[config.mk]
export PLATFORM = sky130hd
export DESIGN_NAME = bsla_ram
export DESIGN_NICKNAME = d
export VERILOG_FILES = /design/src/hdl/buffer_slot_lookup_allocate_macros.svh /design/src/hdl/bsla_ram.sv
export SDC_FILE = /design/constraint.sdc
export NUM_CORES = 1
export LEC_CHECK = 0
export ABC_CLOCK_PERIOD_IN_PS = 6900
export BUFFER_PORTS_ARGS = -buffer_cell sky130_fd_sc_hd__buf_2
export CELL_PAD_IN_SITES_DETAIL_PLACEMENT = 0
export CELL_PAD_IN_SITES_GLOBAL_PLACEMENT = 1
export CORE_ASPECT_RATIO = 0.7
export CORE_MARGIN = 2
export CORE_UTILIZATION = 60
export CTS_BUF_LIST = sky130_fd_sc_hd__clkbuf_16
export DETAILED_ROUTE_END_ITERATION = 8
export GPL_ROUTABILITY_DRIVEN = 0
export PLACE_DENSITY = 0.81
export SETUP_SLACK_MARGIN = 0.05
export SLEW_MARGIN = 10
export SYNTH_ARGS = -nofsm -noshare
export SYNTH_HDL_FRONTEND = slang
export SYNTH_SLANG_ARGS = --single-unit
export TNS_END_PERCENT = 5
[constraint.sdc]
create_clock -name clk -period 6.9 [get_ports clk]
set_input_delay 1.38 -clock clk [delete_from_list [all_inputs] [get_ports clk]]
set_output_delay 1.38 -clock clk [all_outputs]
set_load 0.01 [all_outputs]
[src/hdl/buffer_slot_lookup_allocate_macros.svh]
// Assertion macros for the buffer slot table.
`ifndef BUFFER_SLOT_LOOKUP_ALLOCATE_MACROS_SVH
`define BUFFER_SLOT_LOOKUP_ALLOCATE_MACROS_SVH

`ifndef ASSERT_OFF
// Checked outside reset.
`define BSLA_ASSERT(name, clk, rst, prop, msg) \
  name: assert property (@(posedge clk) disable iff (rst) prop) else $error(msg);
// Checked on every edge, reset included.
`define BSLA_ASSERT_ALWAYS(name, clk, prop, msg) \
  name: assert property (@(posedge clk) prop) else $error(msg);
`else
`define BSLA_ASSERT(name, clk, rst, prop, msg)
`define BSLA_ASSERT_ALWAYS(name, clk, prop, msg)
`endif

`endif

[src/hdl/bsla_ram.sv]
module bsla_ram #(
  parameter int WIDTH = 16,
  parameter int DEPTH = 64
) (
  input  logic                     clk,
  input  logic                     we,
  input  logic [$clog2(DEPTH)-1:0] waddr,
  input  logic [WIDTH-1:0]         wdata,
  input  logic [$clog2(DEPTH)-1:0] raddr,
  output logic [WIDTH-1:0]         rdata
);

  logic [WIDTH-1:0] mem [DEPTH];

  always_ff @(posedge clk) begin
    if (we) begin
      mem[waddr] <= wdata;
    end
    rdata <= mem[raddr];
  end

endmodule

==> metrics.yaml <==
cts_resized: 0
rsz0062_at_grt: "false"
synth_cell_type_count: 43
grt_pass1_vias: 18910
fmax_mhz: 256
ctsHoldBuffers: 0
slowest_delay_ns: 0.64
crit_type: "input pin to flop"
synth_top_area_share: 0.768
setup_tns_ns: 0
combPwrFrac: 0.051
fin_skew_ns: 0.0140
power_switching_mw: 2.60
slew_viol_final: 0
cellLeakagePower_nw: 14.1
grt_overflow: 0
ios: 46
syn-cell-area_mm2: 0.0400
worstRegToRegCells: 4
cts_buffers: 91
io_buffers: 45
nets: 1981
dr.pass1.iters: 5
ys_seq_area_frac: 0.776
clk_pin_slew_ns: 0.06
setup_viol_count_final: 0
ys_top_cells_by_area: "edfxtp_1 77%, mux4_2 12%, mux2i_1 2.1%, dfxtp_1 0.80%, mux2_2 0.76%"
synth.avg_cell_area_um2: 21.9
htree_levels: 3
pwr-share-seq: 0.564
rows: 79
drc_errors: 0
fin_cells: 2912
ys_warn_count: 0
postSynthCellCount: 1829
fillers: 4234
dp_cells: 2749
clockBufferDepth: 3
vias: 19488
start_util: 0.605
die_x_um: 313
insertion_delay_ns: 0.65
ys_ff_latch: 1040
cp_data_required_time_ns: 7.38
dieArea_mm2: 0.0689
finalCritPeriodShare: 0.566
final_cell_mix: "1024 x edfxtp_1, 220 x mux4_2, 97 x clkbuf_16"
grtUsageTotal: 0.275
power.share.switching: 0.209
wl_um: 92200
syn-num-nets: 1859
wl_per_cell_um: 31.6
drive_above_1_share: 0.253
grt_antenna_before_repair: 7
cts_setup_buffers: 0
clkSinkCount: 1040
post-dp-hpwl_um: 53300
crit_fanout: 81
grt_start_max_net_pins: 92
fin_crit_ns: 3.91
worst_slew_pin_slew_ns: 1.09
status: "finished clean"
vias_per_cell: 6.69
end_kind: "flop"
cp.depth: 7
synth-main-ff-cell: "edfxtp_1"
synth-async-reset-ratio: 0
final_common_cell: "edfxtp_1"
cts_tree: "done"
grt_pass1_wl_um: 134000
drtAntennaViolNets: 0
holdPathStages: 3
synth_edf_count: 1024
first_iter_violations: 2900
clkPwrFrac: 0.385
maxCapViolCount: 0
ir_worst_vdd_v: 0.000222
crit_path_start_kind: "input pin"
die_y_um: 220
critPathArrivalTime_ns: 4.39
critical_path.slowest_cell: "mux4_2"
hold_viol: 0
power.density_mw_per_mm2: 282
yosys.area.top_type: "edfxtp_1"
syn_to_final_growth_pct: 10.4
slew-limit-headroom: 0.273
crit_chain: "buf_8, buf_12, mux4_2, mux2i_1, nand3_1, a31oi_1, a311oi_1"
crit_family: "multiplexers"
core_area_mm2: 0.0662
path_buf_inv: 2
intPower_mw: 9.85
hold_path_class: "flop to flop"
cts-root-buf: "clkbuf_16"
==> power groups by stage <==
| stage | Clock, mW | Sequential, mW | Combinational [mW] |
|---|---|---|---|
| after floorplan | 0 | 7.14 | 0.362 |
| after global placement | 0 | 7.15 | 0.623 |
| after detailed placement | 0 | 7.15 | 0.636 |
| after CTS | 4.84 | 7.02 | 0.640 |
| after global routing | 5.08 | 7.02 | 0.676 |
| final | 4.79 | 7.02 | 0.641 |
==> registers in the layout, summed over array words and instances, names as in the netlist <==
register  cells
mem        1024
rdata        16
==> per-stage QoR <==
stage	hold WS [ns]	utilization	setup slack (ns)	cell area [µm²]	power, mW
6_report	0.897	0.667	2.99	44200	12.4
5_1_grt	0.935	0.667	2.89	44200	12.8
4_1_cts	0.904	0.667	3.07	44200	12.5
3_5_place_dp	0.891	0.625	2.41	41400	7.79
3_3_place_gp	0.864	0.625	2.42	41400	7.77
2_1_floorplan	0.750	-	3.49	40000	7.51
==> logic make-up after synthesis <==
logic type	count (synthesis)	share of synthesized area
DFF	1040	0.776
buffers and inverters	104	0.0183
muxes	336	0.155
and+or+nand+nor	220	0.0265
AOI/OAI and AO/OA	129	0.0241
==> cell type report <==
type                    instances  area, µm²  area share
flip-flops and latches       1040      31100       0.703
multi-input cells             685       8280       0.187
clock buffers                  97       2430      0.0549
well taps                     891       1110      0.0252
repair buffers                133        965      0.0218
clock inverters                65        347     0.00784
diodes                          1       2.50   0.0000566
==> worst paths after layout <==
check | startpoint | to | slack [ns]
setup / recovery | raddr[0] | rdata[3] | 2.99
hold reg to reg | mem[37][3] | rdata[3] | 0.90
setup reg to reg | mem[61][4] | rdata[4] | 4.65
hold / removal | mem[37][3] | rdata[3] | 0.90
==> layer usage <==
metal	GRT usage	vias to the layer above	wire length [µm]	share of wire
met2	0.390	1176	40700	0.44
li1	-	7907	-	-
met3	0.0710	100	11000	0.12
met5	0	-	27	0.00029
met4	0.0608	4	1500	0.016
met1	0.436	10301	38900	0.42
==> tightest hold or removal path, delay by kind of cell (launching register included) <==
family         cells  cell delay [ns]
flip-flops         1             0.31
AO/OA/AOI/OAI      2             0.31
multiplexers       1             0.22
==> synthesized netlist by cell type, types with 4 or more instances <==
master and instances:
a211oi_1 8, mux4_2 220, o21ai_0 5, a311oi_1 8
nor2b_1 30, dfxtp_1 16, mux2_2 27, nand4_1 12
and4_1 5, a211o_1 8, a31oi_1 8, clkbuf_1 24
a22oi_1 39, nand2_1 59, a221oi_1 16, buf_12 5
a21oi_1 17, nand3_1 24, mux2i_1 85, edfxtp_1 1024
buf_6 17, buf_4 13, buf_2 36, mux4_1 4
nor2_1 72, a41oi_1 5, a221o_1 6, a22o_1 6
No activity file was read; power rests on OpenSTA's default activity.
