===== src/hdl/buffer_slot_lookup_allocate_macros.svh =====
// Assertion macros for the buffer slot table.
`ifndef BUFFER_SLOT_LOOKUP_ALLOCATE_MACROS_SVH
`define BUFFER_SLOT_LOOKUP_ALLOCATE_MACROS_SVH

`ifndef ASSERT_OFF
// Checked outside reset.
`define BSLA_ASSERT(name, clk, rst, prop, msg) \
  name: assert property (@(posedge clk) disable iff (rst) prop) else $error(msg);
// Checked on every edge, reset included.
`define BSLA_ASSERT_ALWAYS(name, clk, prop, msg) \
  name: assert property (@(posedge clk) prop) else $error(msg);
`else
`define BSLA_ASSERT(name, clk, rst, prop, msg)
`define BSLA_ASSERT_ALWAYS(name, clk, prop, msg)
`endif

`endif


===== src/hdl/bsla_pkg.sv =====
package bsla_pkg;

  localparam int NUM_SLOTS_DEFAULT = 64;
  localparam int COUNT_W = 16;
  localparam logic [COUNT_W-1:0] COUNT_MAX = 16'hFFFF;

  localparam logic REQ_ACQUIRE = 1'b0;
  localparam logic REQ_RELEASE = 1'b1;

  localparam logic [1:0] STATUS_OK          = 2'd0;
  localparam logic [1:0] STATUS_NO_FREE     = 2'd1;
  localparam logic [1:0] STATUS_BAD_RELEASE = 2'd2;

  typedef struct packed {
    logic        req_type;
    logic [31:0] rel_id;
    logic [31:0] block_number;
    logic        want_new;
    logic [31:0] rel_block_count;
    logic [5:0]  release_slot;
  } in_item_t;

  typedef struct packed {
    logic [5:0]  slot_index;
    logic        hit;
    logic [31:0] block_used;
    logic [1:0]  status;
  } out_item_t;

  typedef struct packed {
    logic        valid;
    logic [31:0] rel;
    logic [31:0] blk;
  } tag_entry_t;

endpackage


===== src/hdl/bsla_out_reg.sv =====
module bsla_out_reg (
  input  logic                 clk,
  input  logic                 rst,
  input  logic                 load,
  input  bsla_pkg::out_item_t  load_item,
  output logic                 free,
  output logic                 out_valid,
  input  logic                 out_ready,
  output bsla_pkg::out_item_t  out_item
);

  assign free = !out_valid || out_ready;

  always_ff @(posedge clk) begin
    if (rst) begin
      out_valid <= 1'b0;
    end else if (load) begin
      out_valid <= 1'b1;
    end else if (out_ready) begin
      out_valid <= 1'b0;
    end
  end

  always_ff @(posedge clk) begin
    if (load) begin
      out_item <= load_item;
    end
  end

endmodule


===== config.mk =====
export PLATFORM = sky130hd
export DESIGN_NAME = bsla_out_reg
export DESIGN_NICKNAME = d
export VERILOG_FILES = /design/src/hdl/buffer_slot_lookup_allocate_macros.svh /design/src/hdl/bsla_pkg.sv /design/src/hdl/bsla_out_reg.sv
export SDC_FILE = /design/constraint.sdc
export NUM_CORES = 1
export LEC_CHECK = 0
export BUFFER_PORTS_ARGS = -buffer_cell sky130_fd_sc_hd__buf_2
export CAP_MARGIN = 20
export CORE_MARGIN = 1.5
export CORE_UTILIZATION = 40
export CTS_CLUSTER_SIZE = 28
export DETAILED_ROUTE_END_ITERATION = 7
export GPL_ROUTABILITY_DRIVEN = 0
export PLACE_DENSITY = 0.89
export SYNTH_ARGS = -nofsm -noshare
export SYNTH_HDL_FRONTEND = slang
export SYNTH_SLANG_ARGS = --single-unit

===== constraint.sdc =====
create_clock -name clk -period 0.8 [get_ports clk]
set_input_delay 0.16 -clock clk [delete_from_list [all_inputs] [get_ports clk]]
set_output_delay 0.16 -clock clk [all_outputs]
set_load 0.01 [all_outputs]

==> out/metrics.cfg, run 1 <==
[worst_setup_path]
worst-setup-path-type=flip-flop to output pin
critPathTopFamily=flip-flops
crit_path_end_kind=output pin
critPathLaunchType=flip-flop
crit_arrival_ps=930
cp.required_ps=640
crit_chain=buf_2
cp_max_fo=1
slowest_stage=edfxtp_1
cpPeakStageDelay_ps=420
critPathBufInv=1

[clock_network]
clockBufferDepth=2
numCtsBuffers=5
cts_tree=built
clkLatencyLatePin_ps=340
cts_root_buf=clkbuf_4
cts.clk_slew.worst_paths_ps=130
clock_sinks=42
cts.htree.levels=2

[die]
start_util_pct=41.8
die_h_um=59.5
rows=20
die_x_um=59.5
core_area_sq_mm=0.00305
io_pins=88
dieArea_sq_mm=0.00354

[status]
outcome=complete, but fails checks
violations=setup timing

[drt]
route.detailed.drc=0
drt-vias-per-instance=4.40
firstDrtPassIters=4
wl_mm=3.86
wl_per_cell_um=16.7
drtIter0Drc=35
ant_nets=0
vias=1016

[grt]
grt_pass1_wl_mm=5.31
grt_pass1_vias=1089
overflow=0
antenna_found_initial=0
grt.total_usage_pct=22.7
grt_max_degree=17

[sta]
rsz0062_at_grt=true
hold_viol_final=0
tightest_slew_ps=170
finalClockSkew_ps=0
slew_headroom_pct=88.7
finalWorstSetupSlack_ps=-291
finalCriticalPeriod_ps=1090
period_share_pct=136
clock.fmax_mhz=917
drv_slew=0
setup_viol=44

[cells_and_area]
fin_nets=231
instances_no_fill=231
fill_cells=179
diodes=0
drive_above_1_share_pct=54.5
area_growth_pct=83.9

[power_and_ir_drop]
p_sw_share_pct=23.2
p_sw_w=0.000999
clkPwrFrac_pct=23.3
max-vdd-ir-drop_mv=1.44
leakage_nw=1.02
finalPower_w=0.00432
p_int_w=0.00332
seqPwrFrac_pct=61.5
pwr-share-comb_pct=15.2
power-per-cell-area_mw_per_mm2=1840

[synthesis]
synth_seq_cells=42
ys_types=5
synth_fp_nets=90
ys_seq_area_share_pct=97.9
synth_area_per_cell_sq_um=28.4
syn_inst=45
synth_warnings=0
syn-cell-area_sq_mm=0.00128

[worst_hold_path]
hold_path.class=primary input to flip-flop

[flow_run]
drv_cap=0

[place]
numPortBuffers=87
place_inst=179
pre_cts_slack_ps=-7.17

layout make-up:
cell class	count	area [sq um]	share of cell area, %
Sequential cell	42	1250	53.4
Clock buffer	6	41.3	1.76
Multi-Input combinational cell	2	30.0	1.28
Clock inverter	2	13.8	0.586
Inverter	1	3.75	0.160
Tap cell	44	55.1	2.34
Timing Repair Buffer	134	951	40.5
sequential cells by signal, indices dropped and copies added, names as in the netlist:
register	flops
out_valid	1
out_item	41
cell families (layout without fill, tap and decap cells):
| group | Yosys count | count (layout) | synth area share, % |
|---|---|---|---|
| AOI/OAI and AO/OA | 1 | 1 | 0.686 |
| and+or+nand+nor | 1 | 1 | 1.08 |
| buffers and inverters | 1 | 143 | 0.294 |
| DFF | 42 | 42 | 97.9 |
repair_timing:
| action | 4_1_cts | 5_1_grt |
|---|---|---|
| buffers inserted | 1 | 2 |
| pin swaps | 0 | 1 |
| endpoints found under the setup margin | 43 | 44 |
| hold buffers | 42 | 0 |
| endpoints found under the hold margin | 42 | 0 |
| resized for setup | 2 | 5 |
stage by stage:
stage               util [%]  cell area (sq um)  hold slack (ps)  setup TNS (ps)
global route            77.0               2350              248          -12170
floorplan                  -               1280              222               0
detailed placement      59.9               1830              338            -136
finish                  77.0               2350              268          -10300
global placement        59.9               1830              321               0
CTS                     75.9               2320              157          -10490
worst paths after layout:
path                                          endpoint  slack, ps  depth (start not counted)                   start
worst min register to register  out_valid$_SDFFE_PP0P_        710                          4  out_valid$_SDFFE_PP0P_
worst max register to register  out_valid$_SDFFE_PP0P_        -60                          4  out_valid$_SDFFE_PP0P_
worst max-delay path                       out_item[6]       -290                          1   out_item[6]$_DFFE_PP_
worst min-delay path             out_item[0]$_DFFE_PP_        270                          2                    load
per-layer routing:
layer | track usage [%] | vias to the layer above | routed length [um]
li1 | - | 460 | -
met1 | 23.7 | 474 | 1310
met2 | 37.7 | 75 | 2030
met3 | 11.6 | 7 | 430
met4 | 11.1 | 0 | 83
met5 | 0 | - | 0
power by group through the flow:
stage | clock network (W) | logic (W) | registers [W]
CTS | 0.00103 | 0.000616 | 0.00264
detailed placement | 0 | 0.000452 | 0.00269
global route | 0.00111 | 0.000695 | 0.00267
floorplan | 0 | 0.0000103 | 0.00280
finish | 0.00101 | 0.000656 | 0.00265
global placement | 0 | 0.000439 | 0.00269
cell usage in the layout (no fill, tap or decap), drive strengths merged:
cell	Yosys	routed
a21oi	1	1
edfxtp	41	41
nand2b	1	1
clkinv	0	2
dfxtp	1	1
clkbuf	0	6
buf	0	92
dlygate4sd3	0	42
inv	1	1
cells in the mapped netlist, drive strengths merged:
cell	number	share of area [%]
edfxtp	41	96
inv	1	0.29
a21oi	1	0.69
dfxtp	1	1.6
nand2b	1	1.1
Note: power is estimated with default switching activity, not from simulation.
==> run 2: changes to the inputs <==
CORE_ASPECT_RATIO = 2   (was not set)
==> run 2 against run 1 <==
The flow still finishes with violations (setup timing). First-iteration DRC count shrank 63%. Register-to-register slack gained 110 ps. Fmax grew 12%. Clock power grew 55%. Hold slack lost 240 ps. Global-route usage shrank 6.8 points. Cell area shrank 18%. Flip-flop and latch count is the same. Clock skew is the same. Critical path depth is the same. Die area grew 0.59%. Non-clock buffer count shrank 42.
==> out/metrics.cfg, run 2 (synthesized netlist as in run 1, its figures left out) <==
[status]
outcome=complete, but fails checks
violations=setup timing

[grt]
grt_pass1_vias=843  ; -23%
grt_max_degree=26  ; +9
grt_pass1_wl_mm=4.03  ; -24%
overflow=0  ; unchanged
antenna_found_initial=0  ; unchanged
grt.total_usage_pct=15.9  ; -6.8 points

[power_and_ir_drop]
max-vdd-ir-drop_mv=2.17  ; +51%
power-per-cell-area_mw_per_mm2=2420  ; +32%
leakage_nw=0.851  ; -17%

[worst_setup_path]
crit_arrival_ps=820  ; -110 ps
regToRegSetupSlack_ps=50  ; +110 ps
cp.required_ps=640  ; about the same
critPathTopFamily=flip-flops
critPathBufInv=1  ; unchanged
worst_r2r_endpoint=out_valid$_SDFFE_PP0P_
crit_cells=1  ; unchanged
crit_chain=buf_2
cp_max_fo=1  ; unchanged
crit_path_end_kind=output pin
worst-setup-path-type=flip-flop to output pin
slowest_stage=edfxtp_1
reg2reg_from=out_valid$_SDFFE_PP0P_
worstSetupEndpoint=out_item[30]
critPathLaunchType=flip-flop
cpPeakStageDelay_ps=390  ; -30 ps
cp-startpoint=out_item[30]$_DFFE_PP_
reg2reg_depth=3  ; -1

[drt]
firstDrtPassIters=4  ; unchanged
ant_nets=0  ; unchanged
drtIter0Drc=13  ; -63%
vias=798  ; -21%
route.detailed.drc=0  ; unchanged
wl_per_cell_um=15.4  ; -7.7%
drt-vias-per-instance=4.56  ; +3.7%
wl_mm=2.70  ; -30%

[cells_and_area]
final_cell_mix=buf_2, edfxtp_1, clkbuf_8
diodes=0  ; unchanged
layout_commonest_cell=buf_2
fin_nets=189  ; -18%
drive_above_1_share_pct=70.3  ; +16 points
area_growth_pct=50.8
largest_reg_flops=41  ; unchanged
instances_no_fill=175  ; -24%
reg.largest.list=out_item x41, out_valid x1
largest_register=out_item

[sta]
period_share_pct=122  ; -14 points
finalClockSkew_ps=0  ; unchanged
slew_headroom_pct=91.1  ; +2.4 points
finalCriticalPeriod_ps=977  ; -114 ps
setup_tns_ps=-6330  ; +3960 ps
hold_viol_final=0  ; unchanged
clock.fmax_mhz=1020  ; +12%
setup_viol=43  ; -2.3%
tightest_slew_ps=133  ; -36.6 ps
finalWorstSetupSlack_ps=-177  ; +114 ps
worst_hold_slack_ps=31.1  ; -237 ps
rsz0062_at_grt=true
drv_slew=0  ; unchanged

[clock_network]
cts.clk_slew.worst_paths_ps=70  ; -60 ps
numCtsBuffers=5  ; unchanged
cts_root_buf=clkbuf_8
clock_sinks=42  ; unchanged
cts.htree.levels=2  ; unchanged
clkLatencyLatePin_ps=270  ; -70 ps
cts_tree=built
clockBufferDepth=2  ; unchanged

[flow_run]
drv_cap=0  ; unchanged

[worst_hold_path]
hold_path.class=primary input to flip-flop

[place]
place_inst=166  ; -7.3%
numPortBuffers=87  ; unchanged

[die]
die_x_um=43.0  ; -28%
dieArea_sq_mm=0.00356  ; +0.59%
io_pins=88  ; unchanged
core_area_sq_mm=0.00301  ; -1.3%
rows=28  ; +40%
start_util_pct=42.4  ; +0.56 points
die_h_um=82.9  ; +39%

-- run 2: cell types whose count changed in the layout (fill, tap and decap cells not counted), moves of 2 or more --
| cell | change |
|---|---|
| buf_12 | -2 |
| buf_4 | +4 |
| buf_6 | -2 |
| clkbuf_4 | -5 |
| clkbuf_8 | +5 |
| dlygate4sd3_1 | -42 |
-- run 2: worst min-delay path by stage --
stage	endpoint	depth (start not counted)	start	slack, ps
floorplan	out_valid$_SDFFE_PP0P_	1	rst	220
global placement	out_valid$_SDFFE_PP0P_	2	rst	320
detailed placement	out_valid$_SDFFE_PP0P_	2	rst	320
CTS	out_valid$_SDFFE_PP0P_	2	rst	20
global route	out_valid$_SDFFE_PP0P_	2	rst	20
finish	out_valid$_SDFFE_PP0P_	2	rst	30
-- run 2: area by class of cell --
| type | count | area, sq um |
|---|---|---|
| flip-flops and latches | 42 | 1250 |
| fillers | 233 | 1090 |
| clock inverters | 2 | 37.5 |
| repair buffers | 92 | 498 |
| well taps | 30 | 37.5 |
| clock buffers | 6 | 72.6 |
| multi-input cells | 2 | 22.5 |
| inverters | 1 | 3.75 |
-- run 2: power by group --
group / internal (W) / leakage (nW) / total, W / switching (W)
Sequential: 0.00260 / 0.410 / 0.00265 / 0.0000456
Clock: 0.000930 / 0.0514 / 0.00157 / 0.000636
Combinational: 0.000218 / 0.389 / 0.000445 / 0.000227
Total: 0.00375 / 0.851 / 0.00466 / 0.000909
-- run 2: metrics by stage --
stage / area (sq um) / power (W) / worst slack (ps) / util, %
4_1_cts: 1910 / 0.00469 / -182 / 63.4
3_3_place_gp: 1790 / 0.00311 / 5.68 / 59.5
2_1_floorplan: 1280 / 0.00281 / 137 / -
6_report: 1930 / 0.00466 / -177 / 64.0
5_1_grt: 1930 / 0.00482 / -225 / 64.0
3_5_place_dp: 1790 / 0.00314 / -4.80 / 59.5
-- run 2: per-layer routing --
layer	GRT usage [%]	routed length [um]
met5	0	0
met1	14.4	756
met3	5.22	192
met4	6.61	61
met2	30.0	1690
-- run 2: timing repair --
action | in CTS | in global routing
setup endpoints to repair | 43 | 43
gates resized for setup | 2 | 2
buffers inserted | 0 | 1
hold buffers | 0 | 0
==> run 3: changes to the inputs <==
ABC_AREA = 1   (was not set)
==> run 3 against run 2 <==
The flow still finishes with violations (setup timing). Sequential share of layout area grew 1.4 points. Sequential power hardly changed. Hold slack lost 8.9 ps. Non-clock buffer count down 2. Cell area down 2.3%. Clock skew unchanged. Critical endpoint is now out_item[12]. Highest routed layer unchanged.
==> out/metrics.cfg, run 3 <==
[clock_network]
cts_tree=built
clock_sinks=42  ; unchanged
cts.htree.levels=2  ; unchanged
clockBufferDepth=2  ; unchanged
cts_root_buf=clkbuf_8
clkLatencyLatePin_ps=280  ; about the same
cts_hold_buf=0  ; unchanged
numCtsBuffers=5  ; unchanged
cts.clk_slew.worst_paths_ps=70  ; about the same

[drt]
drtIter0Drc=14  ; +1
wl_mm=2.61  ; -3.4%
drt-vias-per-instance=4.60  ; +0.83%
firstDrtPassIters=3  ; -1
ant_nets=0  ; unchanged
vias=800  ; +0.25%
route.detailed.drc=0  ; unchanged
wl_per_cell_um=15.0  ; -2.9%

[synthesis]
synth_fp_nets=91  ; +1.1%
synth_warnings=0  ; unchanged
syn-cell-area_sq_mm=0.00127  ; -0.29%
synth_seq_cells=42  ; unchanged
yosysTopAreaCell=edfxtp_1
yosys-top-cells-area=edfxtp_1, dfxtp_1, a21oi_2
netlist_top_cells_count=edfxtp_1, inv_1, a21oi_2, dfxtp_1, nand2_2
async_flop_share_pct=0  ; unchanged
yosys.cell_count.top_type=edfxtp_1
ys_seq_area_share_pct=98.2  ; +0.29 points
synth_area_per_cell_sq_um=27.7  ; -2.5%
syn_inst=46  ; +2.2%
ys.flop_type=edfxtp_1
ys_types=5  ; unchanged
synth_edf_count=41  ; unchanged
synth_top_area_share_pct=96.7  ; +0.28 points

[sta]
finalWorstSetupSlack_ps=-178  ; -1.01 ps
finalClockSkew_ps=0  ; unchanged
clock.fmax_mhz=1020  ; -0.10%
hold_viol_final=0  ; unchanged
period_share_pct=122  ; +0.13 points
finalCriticalPeriod_ps=978  ; +1.01 ps
drv_slew=0  ; unchanged
tightest_slew_ps=161  ; +27.2 ps
slew_headroom_pct=89.3  ; -1.8 points
setup_viol=43  ; unchanged
rsz0062_at_grt=true

[die]
die_x_um=42.9  ; -0.14%
io_pins=88  ; unchanged
die_h_um=82.8  ; -0.14%
start_util_pct=42.3  ; -0.12 points
rows=28  ; unchanged
dieArea_sq_mm=0.00355  ; -0.28%
core_area_sq_mm=0.00301  ; unchanged

[status]
violations=setup timing
outcome=complete, but fails checks

[cells_and_area]
fill_cells=248  ; +6.4%
fin_nets=188  ; -0.53%
layout_commonest_cell=buf_2
final_cell_mix=buf_2, edfxtp_1, clkbuf_8
reg.largest.list=out_item x41, out_valid x1
area_growth_pct=47.8
largest_register=out_item
drive_above_1_share_pct=68.8  ; -1.6 points
diodes=0  ; unchanged
largest_reg_flops=41  ; unchanged

[power_and_ir_drop]
seqPwrFrac_pct=61.1  ; +4.3 points
leakage_nw=0.834  ; -2.0%
clkPwrFrac_pct=28.8  ; -4.8 points
p_sw_share_pct=21.1  ; +1.6 points
pwr-share-comb_pct=10.1  ; +0.6 points
p_int_w=0.00342  ; -8.9%
max-vdd-ir-drop_mv=1.71  ; -21%
power-per-cell-area_mw_per_mm2=2300  ; -4.8%
p_sw_w=0.000916  ; +0.79%
finalPower_w=0.00433  ; -7.0%

[grt]
grt_max_degree=32  ; +23%
grt.total_usage_pct=16.0  ; +0.092 points
grt_pass1_wl_mm=4.10  ; +1.7%
grt_pass1_vias=866  ; +2.7%
overflow=0  ; unchanged
antenna_found_initial=0  ; unchanged

[worst_setup_path]
crit_arrival_ps=820  ; about the same
worst-setup-path-type=flip-flop to output pin
cp.required_ps=640  ; about the same
reg2reg_depth=3  ; unchanged
crit_chain=buf_2
slowest_stage=edfxtp_1
crit_path_end_kind=output pin
regToRegSetupSlack_ps=100  ; +50 ps
critPathBufInv=1  ; unchanged
reg2reg_from=out_valid$_SDFFE_PP0P_
critPathLaunchType=flip-flop
worstSetupEndpoint=out_item[12]
cpPeakStageDelay_ps=380  ; about the same
critPathTopFamily=flip-flops
cp-startpoint=out_item[12]$_DFFE_PP_
crit_cells=1  ; unchanged
worst_r2r_endpoint=out_valid$_SDFFE_PP0P_
cp_max_fo=1  ; unchanged

[worst_hold_path]
hold_path.class=primary input to flip-flop

[place]
pre_cts_slack_ps=5.00  ; +9.80 ps
numPortBuffers=87  ; unchanged
hpwl_mm=2.07

[flow_run]
drv_cap=0  ; unchanged

run 3: through the flow:
step / instance area (sq um) / setup TNS, ps / utilization, % / instances / hold slack (ps)
2_1_floorplan: 1270 / 0 / - / 46 / 222
3_3_place_gp: 1770 / 0 / 58.9 / 165 / 320
3_5_place_dp: 1770 / 0 / 58.9 / 165 / 324
4_1_cts: 1860 / -7190 / 61.8 / 173 / 11.6
5_1_grt: 1880 / -8370 / 62.5 / 174 / 12.4
6_report: 1880 / -6580 / 62.5 / 174 / 22.2
run 3: worst min path at each step:
stage / start / endpoint / slack [ps] / cells after the start
after floorplan: rst / out_valid$_SDFFE_PP0P_ / 220 / 1
after global placement: rst / out_valid$_SDFFE_PP0P_ / 320 / 2
after detailed placement: rst / out_valid$_SDFFE_PP0P_ / 320 / 2
after CTS: rst / out_valid$_SDFFE_PP0P_ / 10 / 2
after global routing: rst / out_valid$_SDFFE_PP0P_ / 10 / 2
final: rst / out_valid$_SDFFE_PP0P_ / 20 / 2
run 3: power by group through the flow:
stage	logic (W)	registers, W	clock network, W
after CTS	0.000432	0.00265	0.00128
after floorplan	0.00000870	0.00280	0
after global placement	0.000414	0.00269	0
after detailed placement	0.000429	0.00270	0
after global routing	0.000468	0.00267	0.00140
final	0.000436	0.00265	0.00125
run 3: cells by family (layout without fill, tap and decap cells):
logic type | after synthesis | count (layout) | share of synthesized area, %
compound gates | 1 | 1 | 0.688
buf+inv | 2 | 100 | 0.590
flops | 42 | 42 | 98.2
simple gates | 1 | 1 | 0.491
run 3: per-layer routing:
layer,wire [um],GRT usage [%]
met5,0,0
met3,170,4.78
met1,857,16.7
met4,70,7.67
met2,1510,27.8
run 3: layout make-up:
type / count / area (sq um) / area share, %
clock inverter: 2 / 8.76 / 0.465
timing repair buffer: 90 / 489 / 26.0
tap: 30 / 37.5 / 1.99
inverter: 2 / 7.51 / 0.399
sequential: 42 / 1250 / 66.5
clock buffer: 6 / 72.6 / 3.85
multi-input combinational: 2 / 15.0 / 0.797
run 3: repair_timing:
item	in CTS	in global routing
endpoints found under the setup margin	43	43
hold endpoints to repair	0	0
setup buffers	0	1
resized for setup	2	2
pin swaps	1	0
